===== src/design/mmps_pkg.sv =====
// shared constants and types of the min/max partition search block
package mmps_pkg;

	localparam int PART_W     = 9;
	localparam int OUT_W      = 24;
	localparam int APB_ADDR_W = 3;
	localparam int APB_DATA_W = 32;

	localparam logic [PART_W-1:0] PARTITIONS_RESET = 9'd2;

	// register index, taken from the word address bit of paddr
	localparam logic [0:0] REG_PARTITIONS = 1'b0;

	typedef struct packed {
		logic done;
		logic fits;
	} scan_status_t;

endpackage


===== src/design/mmps_if.sv =====
// valid/ready channels for input items and result items
interface mmps_item_if #(
	parameter int VALUE_BITS = 16
);
	logic                  valid;
	logic                  ready;
	logic [VALUE_BITS-1:0] item_value;
	logic                  last_item;

	modport source (output valid, item_value, last_item, input ready);
	modport sink   (input valid, item_value, last_item, output ready);
endinterface

interface mmps_result_if;
	logic                         valid;
	logic                         ready;
	logic [mmps_pkg::OUT_W-1:0]   min_max_sum;
	logic                         overflowed;

	modport source (output valid, min_max_sum, overflowed, input ready);
	modport sink   (input valid, min_max_sum, overflowed, output ready);
endinterface


===== src/design/mmps_ram.sv =====
// generic single write port, single read port ram with registered read
module mmps_ram #(
	parameter int WIDTH = 16,
	parameter int DEPTH = 256
) (
	input  logic                                   clk,
	input  logic                                   we,
	input  logic [(DEPTH > 1 ? $clog2(DEPTH) : 1)-1:0] waddr,
	input  logic [WIDTH-1:0]                       wdata,
	input  logic                                   re,
	input  logic [(DEPTH > 1 ? $clog2(DEPTH) : 1)-1:0] raddr,
	output logic [WIDTH-1:0]                       rdata
);

	logic [WIDTH-1:0] mem_q [DEPTH];

	always_ff @(posedge clk) begin
		if (we) begin
			mem_q[waddr] <= wdata;
		end
		if (re) begin
			rdata <= mem_q[raddr];
		end
	end

endmodule


===== src/design/mmps_scan.sv =====
// greedy feasibility pass over the stored items for one trial bound
module mmps_scan #(
	parameter int VALUE_BITS = 16,
	parameter int MAX_ITEMS  = 256
) (
	input  logic                                   clk,
	input  logic                                   arst_n,
	input  logic                                   start,
	input  logic [VALUE_BITS+$clog2(MAX_ITEMS+1):0] bound,
	input  logic [$clog2(MAX_ITEMS+1)-1:0]         count,
	input  logic [mmps_pkg::PART_W-1:0]            partitions,
	output logic                                   rd_en,
	output logic [(MAX_ITEMS > 1 ? $clog2(MAX_ITEMS) : 1)-1:0] rd_addr,
	input  logic [VALUE_BITS-1:0]                  rd_data,
	output mmps_pkg::scan_status_t                 status
);

	localparam int CW  = $clog2(MAX_ITEMS + 1);
	localparam int AW  = (MAX_ITEMS > 1) ? $clog2(MAX_ITEMS) : 1;
	localparam int SW  = VALUE_BITS + CW + 1;
	localparam int PCW = mmps_pkg::PART_W + 1;

	logic           running_q;
	logic [CW-1:0]  issue_idx_q;
	logic           pend_s1;
	logic [SW-1:0]  part_sum_q;
	logic [PCW-1:0] part_count_q;
	logic           done_q;
	logic           fits_q;

	logic           issue;
	logic [SW-1:0]  value_ext;
	logic [SW-1:0]  sum;
	logic           sum_fits;
	logic [PCW-1:0] count_next;
	logic           fail;
	logic           all_issued;

	always_comb begin
		issue      = running_q && (issue_idx_q < count);
		value_ext  = SW'(rd_data);
		sum        = part_sum_q + value_ext;
		sum_fits   = (sum <= bound);
		count_next = part_count_q + PCW'(1);
		// a new part that is one too many, or an item that cannot fit alone
		fail       = (count_next > PCW'(partitions)) || (value_ext > bound);
		all_issued = (issue_idx_q == count);
	end

	assign rd_en       = issue;
	assign rd_addr     = issue_idx_q[AW-1:0];
	assign status.done = done_q;
	assign status.fits = fits_q;

	always_ff @(posedge clk or negedge arst_n) begin
		if (!arst_n) begin
			running_q    <= 1'b0;
			issue_idx_q  <= '0;
			pend_s1      <= 1'b0;
			part_sum_q   <= '0;
			part_count_q <= '0;
			done_q       <= 1'b0;
			fits_q       <= 1'b0;
		end else begin
			done_q <= 1'b0;
			if (start) begin
				running_q    <= (count != '0);
				issue_idx_q  <= '0;
				pend_s1      <= 1'b0;
				part_sum_q   <= '0;
				part_count_q <= PCW'(1);
				if (count == '0) begin
					done_q <= 1'b1;
					fits_q <= 1'b1;
				end
			end else if (running_q) begin
				pend_s1 <= issue;
				if (issue) begin
					issue_idx_q <= issue_idx_q + CW'(1);
				end
				if (pend_s1) begin
					if (sum_fits) begin
						part_sum_q <= sum;
					end else begin
						part_count_q <= count_next;
						part_sum_q   <= value_ext;
					end
					if (!sum_fits && fail) begin
						running_q <= 1'b0;
						pend_s1   <= 1'b0;
						done_q    <= 1'b1;
						fits_q    <= 1'b0;
					end else if (all_issued) begin
						// last stored item has just been taken in
						running_q <= 1'b0;
						done_q    <= 1'b1;
						fits_q    <= 1'b1;
					end
				end
			end
		end
	end

endmodule


===== src/design/min_max_partition_search.sv =====
// top level of the min/max partition search block
//
// items (sink): one transaction per sequence element, item_value plus a
//   last_item mark; elements beyond MAX_ITEMS are dropped and flagged
// results (source): one transaction per sequence, min_max_sum and overflowed
// apb port: register partitions at word 0, written in the access phase
//
// loading takes one element per cycle, ready stays high while loading
// after the last element the block runs a binary search over [0, total];
//   each round is one greedy pass over the stored elements through a shared
//   add/compare unit fed by the item ram, and the search takes up to
//   VALUE_BITS + clog2(MAX_ITEMS + 1) + 1 rounds; items.ready is low for
//   the whole search
// the result sits in an output register, so loading of the next sequence
//   goes on while the receiver stalls; a second result waits in the search
//   sequencer until the register frees up
// reset clears counts, the total, the drop flag, the output register and
//   sets partitions to 2; the item ram is not cleared, only written entries
//   are ever read
module min_max_partition_search #(
	parameter int VALUE_BITS = 16,
	parameter int MAX_ITEMS  = 256
) (
	input  logic                                clk,
	input  logic                                arst_n,
	mmps_item_if.sink                           items,
	mmps_result_if.source                       results,
	input  logic                                psel,
	input  logic                                penable,
	input  logic                                pwrite,
	input  logic [mmps_pkg::APB_ADDR_W-1:0]     paddr,
	input  logic [mmps_pkg::APB_DATA_W-1:0]     pwdata,
	output logic [mmps_pkg::APB_DATA_W-1:0]     prdata,
	output logic                                pready
);

	localparam int CW = $clog2(MAX_ITEMS + 1);
	localparam int AW = (MAX_ITEMS > 1) ? $clog2(MAX_ITEMS) : 1;
	localparam int TW = VALUE_BITS + CW;
	localparam int SW = TW + 1;

	typedef enum logic [1:0] {
		ST_LOAD,
		ST_MID,
		ST_SCAN,
		ST_FINISH
	} state_t;

	state_t                          state_q;
	logic [mmps_pkg::PART_W-1:0]     partitions_q;
	logic [CW-1:0]                   count_q;
	logic [TW-1:0]                   total_q;
	logic                            drop_q;
	logic [SW-1:0]                   low_q;
	logic [SW-1:0]                   high_q;
	logic [SW-1:0]                   mid_q;
	logic [SW-1:0]                   best_q;
	logic                            scan_start_q;
	logic                            out_valid_q;
	logic [mmps_pkg::OUT_W-1:0]      out_sum_q;
	logic                            out_ovf_q;

	logic                            in_acc;
	logic                            store;
	logic [TW-1:0]                   total_next;
	logic [SW:0]                     mid_sum;
	logic                            cfg_write;

	logic                            ram_re;
	logic [AW-1:0]                   ram_raddr;
	logic [VALUE_BITS-1:0]           ram_rdata;
	mmps_pkg::scan_status_t          scan_status;

	// apb register port, no wait states
	assign pready    = 1'b1;
	assign cfg_write = psel && penable && pwrite && pready;
	assign prdata    = (paddr[2] == mmps_pkg::REG_PARTITIONS)
		? mmps_pkg::APB_DATA_W'(partitions_q) : '0;

	always_ff @(posedge clk or negedge arst_n) begin
		if (!arst_n) begin
			partitions_q <= mmps_pkg::PARTITIONS_RESET;
		end else if (cfg_write && (paddr[2] == mmps_pkg::REG_PARTITIONS)) begin
			partitions_q <= pwdata[mmps_pkg::PART_W-1:0];
		end
	end

	// loader: store while there is room, keep a running total
	assign items.ready = (state_q == ST_LOAD);
	assign in_acc      = items.valid && items.ready;
	assign store       = in_acc && (count_q < CW'(MAX_ITEMS));
	assign total_next  = total_q + (store ? TW'(items.item_value) : '0);

	// midpoint of the search window, low <= high here
	assign mid_sum = (SW + 1)'(low_q) + (SW + 1)'(high_q);

	assign results.valid       = out_valid_q;
	assign results.min_max_sum = out_sum_q;
	assign results.overflowed  = out_ovf_q;

	mmps_ram #(
		.WIDTH (VALUE_BITS),
		.DEPTH (MAX_ITEMS)
	) u_ram (
		.clk   (clk),
		.we    (store),
		.waddr (count_q[AW-1:0]),
		.wdata (items.item_value),
		.re    (ram_re),
		.raddr (ram_raddr),
		.rdata (ram_rdata)
	);

	// shared add/compare unit, one greedy pass per trial bound
	mmps_scan #(
		.VALUE_BITS (VALUE_BITS),
		.MAX_ITEMS  (MAX_ITEMS)
	) u_scan (
		.clk        (clk),
		.arst_n     (arst_n),
		.start      (scan_start_q),
		.bound      (mid_q),
		.count      (count_q),
		.partitions (partitions_q),
		.rd_en      (ram_re),
		.rd_addr    (ram_raddr),
		.rd_data    (ram_rdata),
		.status     (scan_status)
	);

	// search sequencer and output register
	always_ff @(posedge clk or negedge arst_n) begin
		if (!arst_n) begin
			state_q      <= ST_LOAD;
			count_q      <= '0;
			total_q      <= '0;
			drop_q       <= 1'b0;
			low_q        <= '0;
			high_q       <= '0;
			mid_q        <= '0;
			best_q       <= '0;
			scan_start_q <= 1'b0;
			out_valid_q  <= 1'b0;
			out_sum_q    <= '0;
			out_ovf_q    <= 1'b0;
		end else begin
			scan_start_q <= 1'b0;
			if (results.ready) begin
				out_valid_q <= 1'b0;
			end
			unique case (state_q)
				ST_LOAD: begin
					if (in_acc) begin
						total_q <= total_next;
						if (store) begin
							count_q <= count_q + CW'(1);
						end else begin
							drop_q <= 1'b1;
						end
						if (items.last_item) begin
							low_q   <= '0;
							high_q  <= SW'(total_next);
							best_q  <= SW'(total_next);
							state_q <= ST_MID;
						end
					end
				end
				ST_MID: begin
					if (low_q > high_q) begin
						state_q <= ST_FINISH;
					end else begin
						mid_q        <= mid_sum[SW:1];
						scan_start_q <= 1'b1;
						state_q      <= ST_SCAN;
					end
				end
				ST_SCAN: begin
					if (scan_status.done) begin
						if (scan_status.fits) begin
							best_q <= mid_q;
							if (mid_q == '0) begin
								state_q <= ST_FINISH;
							end else begin
								high_q  <= mid_q - SW'(1);
								state_q <= ST_MID;
							end
						end else begin
							low_q   <= mid_q + SW'(1);
							state_q <= ST_MID;
						end
					end
				end
				ST_FINISH: begin
					if (!out_valid_q || results.ready) begin
						out_valid_q <= 1'b1;
						out_sum_q   <= mmps_pkg::OUT_W'(best_q);
						out_ovf_q   <= drop_q;
						count_q     <= '0;
						total_q     <= '0;
						drop_q      <= 1'b0;
						state_q     <= ST_LOAD;
					end
				end
				default: begin
					state_q <= ST_LOAD;
				end
			endcase
		end
	end

endmodule


===== src/flat_wrapper.sv =====
// flat-port wrapper written by rule: the top's interface ports become plain ports
module min_max_partition_search_flat 
#(
	parameter int VALUE_BITS = 16,
	parameter int MAX_ITEMS  = 256
)
  (clk, arst_n, psel, penable, pwrite, paddr, pwdata, prdata, pready, items_valid, items_item_value, items_last_item, items_ready, results_valid, results_min_max_sum, results_overflowed, results_ready);
  mmps_item_if #(.VALUE_BITS(VALUE_BITS)) items_i ();
  mmps_result_if results_i ();
  input  logic clk;
  input  logic arst_n;
  input  logic psel;
  input  logic penable;
  input  logic pwrite;
  input  logic [mmps_pkg::APB_ADDR_W-1:0] paddr;
  input  logic [mmps_pkg::APB_DATA_W-1:0] pwdata;
  output logic [mmps_pkg::APB_DATA_W-1:0] prdata;
  output logic pready;
  input wire logic [$bits(items_i.valid)-1:0] items_valid;
  input wire logic [$bits(items_i.item_value)-1:0] items_item_value;
  input wire logic [$bits(items_i.last_item)-1:0] items_last_item;
  output wire logic [$bits(items_i.ready)-1:0] items_ready;
  output wire logic [$bits(results_i.valid)-1:0] results_valid;
  output wire logic [$bits(results_i.min_max_sum)-1:0] results_min_max_sum;
  output wire logic [$bits(results_i.overflowed)-1:0] results_overflowed;
  input wire logic [$bits(results_i.ready)-1:0] results_ready;
  assign items_i.valid = items_valid;
  assign items_i.item_value = items_item_value;
  assign items_i.last_item = items_last_item;
  assign items_ready = items_i.ready;
  assign results_valid = results_i.valid;
  assign results_min_max_sum = results_i.min_max_sum;
  assign results_overflowed = results_i.overflowed;
  assign results_i.ready = results_ready;
  min_max_partition_search #(.VALUE_BITS(VALUE_BITS), .MAX_ITEMS(MAX_ITEMS)) u_core (.clk(clk), .arst_n(arst_n), .items(items_i), .results(results_i), .psel(psel), .penable(penable), .pwrite(pwrite), .paddr(paddr), .pwdata(pwdata), .prdata(prdata), .pready(pready));
endmodule

===== config.mk =====
export PLATFORM = sky130hd
export DESIGN_NAME = min_max_partition_search_flat
export DESIGN_NICKNAME = d
export VERILOG_FILES = /design/src/design/mmps_pkg.sv /design/src/design/mmps_if.sv /design/src/design/mmps_ram.sv /design/src/design/mmps_scan.sv /design/src/design/min_max_partition_search.sv /design/src/flat_wrapper.sv
export SDC_FILE = /design/constraint.sdc
export NUM_CORES = 2
export LEC_CHECK = 0
export ABC_CLOCK_PERIOD_IN_PS = 8280
export BUFFER_PORTS_ARGS = -buffer_cell sky130_fd_sc_hd__clkbuf_2
export CORE_ASPECT_RATIO = 1.5
export CORE_UTILIZATION = 47
export CTS_CLUSTER_DIAMETER = 120
export DETAILED_ROUTE_END_ITERATION = 7
export SYNTH_ARGS = -nofsm -noshare
export SYNTH_HDL_FRONTEND = slang
export SYNTH_HIERARCHICAL = 1
export SYNTH_SLANG_ARGS = --single-unit

===== constraint.sdc =====
create_clock -name clk -period 8.28 [get_ports clk]
set_input_delay 0.828 -clock clk [delete_from_list [all_inputs] [get_ports clk]]
set_output_delay 0.828 -clock clk [all_outputs]
set_load 0.005 [all_outputs]

==> summary.txt <==
Clocking
  • Number of clock sinks: 4336
  • TritonCTS Buffers: about 410
  • TritonCTS clock tree: built
  • Clock Root Buffer: clkbuf_16
  • Clk slew on worst S/H paths: 60 ps
  • Clock Latency Late Sink: 990 ps
  • Htree depth: 5
  • Setup bufs post-CTS: 0
  • CTS Buffer Depth: 4

Place
  • GPL Wtd Cong: 0.8977
  • HPWL Detailed: about 310000 µm
  • # port buffers: 69
  • DP Worst Slack: approximately 2700 ps

Outcome
  • Run status: completed

Routing
  • Post-route ant nets: 0
  • Drt first pass iters: 6
  • First DRT Iteration DRCs: 9412
  • Vias: 92835
  • Post-DR vias/cell: 6.185
  • DR DRC count: 0
  • Final wirelength: between 400000 and 500000 µm
  • Wire length per cell: 32.67 µm

Setup path
  • Max stage delay on crit path: ~1100 ps
  • Worst endpoint data arrival time: 6220 ps
  • Worst path required time: 8900 ps
  • Worst path slowest cell: dfrtp_4
  • Critical path fanouts, max: 83
  • Crit path cell chain: buf_4 -> buf_12 -> mux4_2 -> mux2_2 -> a22oi_1 -> nand2_1 -> o32ai_1 -> buf_4 -> nor4_1
  • CP endpoint kind: register
  • Crit start category: register
  • Setup CP Type: register to register
  • Top cell by count, worst path: buf_4

Layout
  • Layout cell share with drive strength beyond 1: a little over a fifth
  • Commonest non-fill, non-tap cell in the layout: edfxtp_1
  • Number of fillers in the final layout: 29024
  • Sequential cell area: between 100000 and 150000 µm²
  • Post-layout nets: between 9000 and 10000
  • Multi-input logic area: between 40000 and 50000 µm²
  • Most frequent cells in the layout: edfxtp_1, mux4_2, mux2i_1
  • Area Overhead vs Synth: 11.88%

STA
  • Worst Max-Slew Pin Slew: around 1400 ps
  • Final Hold Vio Count: 0
  • Fin crit period: about 5600 ps
  • Slew margin rel.: under 10%
  • Setup TNS: 0 ps
  • Max Slew Vio Count: 0
  • Final WS setup: 2671 ps
  • Clock Skew: about 77 ps
  • # setup viols final: 0
  • Final worst path period share: between 60% and 70%
  • RSZ-0062 raised after global routing: false
  • Max Clock Freq: roughly 180 MHz

Yosys
  • Combinational family with the most area after synthesis: multiplexers
  • Number of synthesized flops with an enable pin: between 4000 and 5000
  • Mux contribution to synthesized area: approximately 14%
  • Distinct cells, synth: 97
  • Area share of the leading cell type in the synthesized netlist: 70.43%
  • Yosys Warn Count: 6
  • Syn Area/Cell: 18.81 µm²
  • Synth Area in Compound Gates: 4.883%
  • Synth top area cells: edfxtp_1, mux4_2, mux2i_1
  • Top_reg_cell synth: edfxtp_1
  • Synth Area in Simple Gates: under 10%
  • Area of the mapped netlist: roughly 180000 µm²
  • Post-Synth XOR/XNOR Area: less than 1%
  • Largest area contributor in the netlist: edfxtp_1
  • Adder-Cell Fraction of Synth Area: 1.105%
  • Async S/R FF share, synth: just over 5%
  • Post-synthesis sequential area ratio: 73.62%
  • Register bit total from synthesis: between 4000 and 5000
  • Post-synthesis cell count: just over 9000

Min path
  • Worst Hold Class: input pin to register

Global route
  • Via count of the first global-routing pass: just over 90000
  • First-pass GRT wire length: just under 700000 µm
  • Total gr overflow: 0
  • Largest net degree at the start of global routing: 161
  • Gr usage total: roughly a quarter
  • Initial antenna violation count: 19

Pwr
  • Pwr dens: 295.7 nW/µm²
  • Leakage: between 60 and 70 nW
  • Peak supply drop: roughly 0.22 mV

Die
  • Initial core utilization: between 40% and 50%
  • Chip Height: approximately 750 µm
  • Die area: 375500 µm²
  • Placement Rows: between 200 and 300
  • Ports: roughly 120
  • Die X: ~500 µm
  • Core area: approximately 370000 µm²

Flow run
  • Max-cap violations: 0
report_power, final:
part | total (mW) | leakage [nW] | switching, mW | internal (mW)
sequential | 25.2 | 39.8 | 0.707 | 24.5
combinational | 14.1 | 16.8 | 8.31 | 5.80
clock | 18.7 | 6.42 | 8.14 | 10.6
total | 58.0 | 63.1 | 17.2 | 40.8
metal layers:
metal / part of all wire, % / track usage, % / vias to the layer above
li1: - / - / 38855
met1: 36 / 31.21 / 49240
met2: 52 / 45.45 / 3781
met3: 6.6 / 3.987 / 943
met4: 5.9 / 12.96 / 16
met5: 0.024 / 0 / -
worst paths after layout:
kind                                                from                        endpoint  slack, ps  cells past startpoint
min in group asynchronous                         arst_n  u_core/results.min_max_sum[18]        560                      2
max in group asynchronous                         arst_n    u_core/u_scan/issue_idx_q[3]       6190                      3
setup / recovery            u_core/u_scan/issue_idx_q[0]           u_core/u_ram/rdata[6]       2670                      9
hold reg to reg            u_core/results.min_max_sum[5]   u_core/results.min_max_sum[5]        480                      2
hold / removal                                 pwdata[7]          u_core/partitions_q[7]        110                      2
setup reg to reg            u_core/u_scan/issue_idx_q[0]           u_core/u_ram/rdata[6]       2670                      9
cells by family after synthesis:
group / after synthesis
buffers and inverters: 715
multiplexers: 1494
AND/OR/NAND/NOR: 1236
AO/OA/AOI/OAI: 1261
flip-flops: 4336
adder cells (fa/ha/maj): 153
other: 2
XOR/XNOR: 122
cell usage after synthesis (all sizes together), types with 22 or more instances:
master and n:
a31oi 48, inv 127, nor2b 30, a21oi 316, a22o 36, mux2i 594, nor2 435, and2 26
a211oi 33, a22oi 45, nand2 280, buf 286, mux2 103, nor4 35, nand3 113, mux4 797
and3 41, or3 22, o221ai 255, edfxtp 4112, dfrtp 223, nand4 60, xnor2 65, o21ai 183
clkbuf 302, o31ai 32, a221oi 34, o22ai 152, a21o 24, ha 150, xor2 57, nor3 126
layout make-up:
class	count	area share (%)
clock buffer	492	5.413
clock inverter	253	1.295
multi-input combinational	4290	21.85
antenna	12	0.01531
sequential	4336	65.81
tap	4968	3.169
timing repair buffer	531	2.199
inverter	127	0.2494
stage by stage:
stage / util (%) / area (µm²) / power (mW) / hold WS [ps] / std cells
3_5_place_dp: 49.28 / 183000 / 39.80 / 468.4 / 14251
6_report: 52.83 / 196200 / 58.00 / 106.1 / 15009
5_1_grt: 52.83 / 196100 / 60.05 / 88.13 / 15001
3_3_place_gp: 49.28 / 183000 / 39.67 / 462.3 / 14249
4_1_cts: 52.83 / 196100 / 58.40 / 35.01 / 14997
2_1_floorplan: - / 175400 / 35.53 / 438.6 / 9341
flip-flops by register name (all words and copies together) (netlist names), 2 cells and up:
| name | cells |
|---|---|
| u_core/best_q | 24 |
| u_core/count_q | 9 |
| u_core/high_q | 26 |
| u_core/low_q | 26 |
| u_core/mid_q | 26 |
| u_core/partitions_q | 9 |
| u_core/results.min_max_sum | 24 |
| u_core/state_q | 2 |
| u_core/total_q | 25 |
| u_core/u_ram/mem_q | 4096 |
| u_core/u_ram/rdata | 16 |
| u_core/u_scan/issue_idx_q | 9 |
| u_core/u_scan/part_count_q | 10 |
| u_core/u_scan/part_sum_q | 26 |
worst max-delay path: cells and delay by family (launching register included):
kind / cells / cell delay [ps]
simple gates: 2 / 420
compound gates: 2 / 1410
flops: 1 / 1120
mux: 2 / 890
buf+inv: 3 / 1160
repair_timing:
action	CTS	global route
hold buffers	1	0
hold endpoints to repair	104	0
resized for setup	0	0
(Power assumes the default switching activity.)
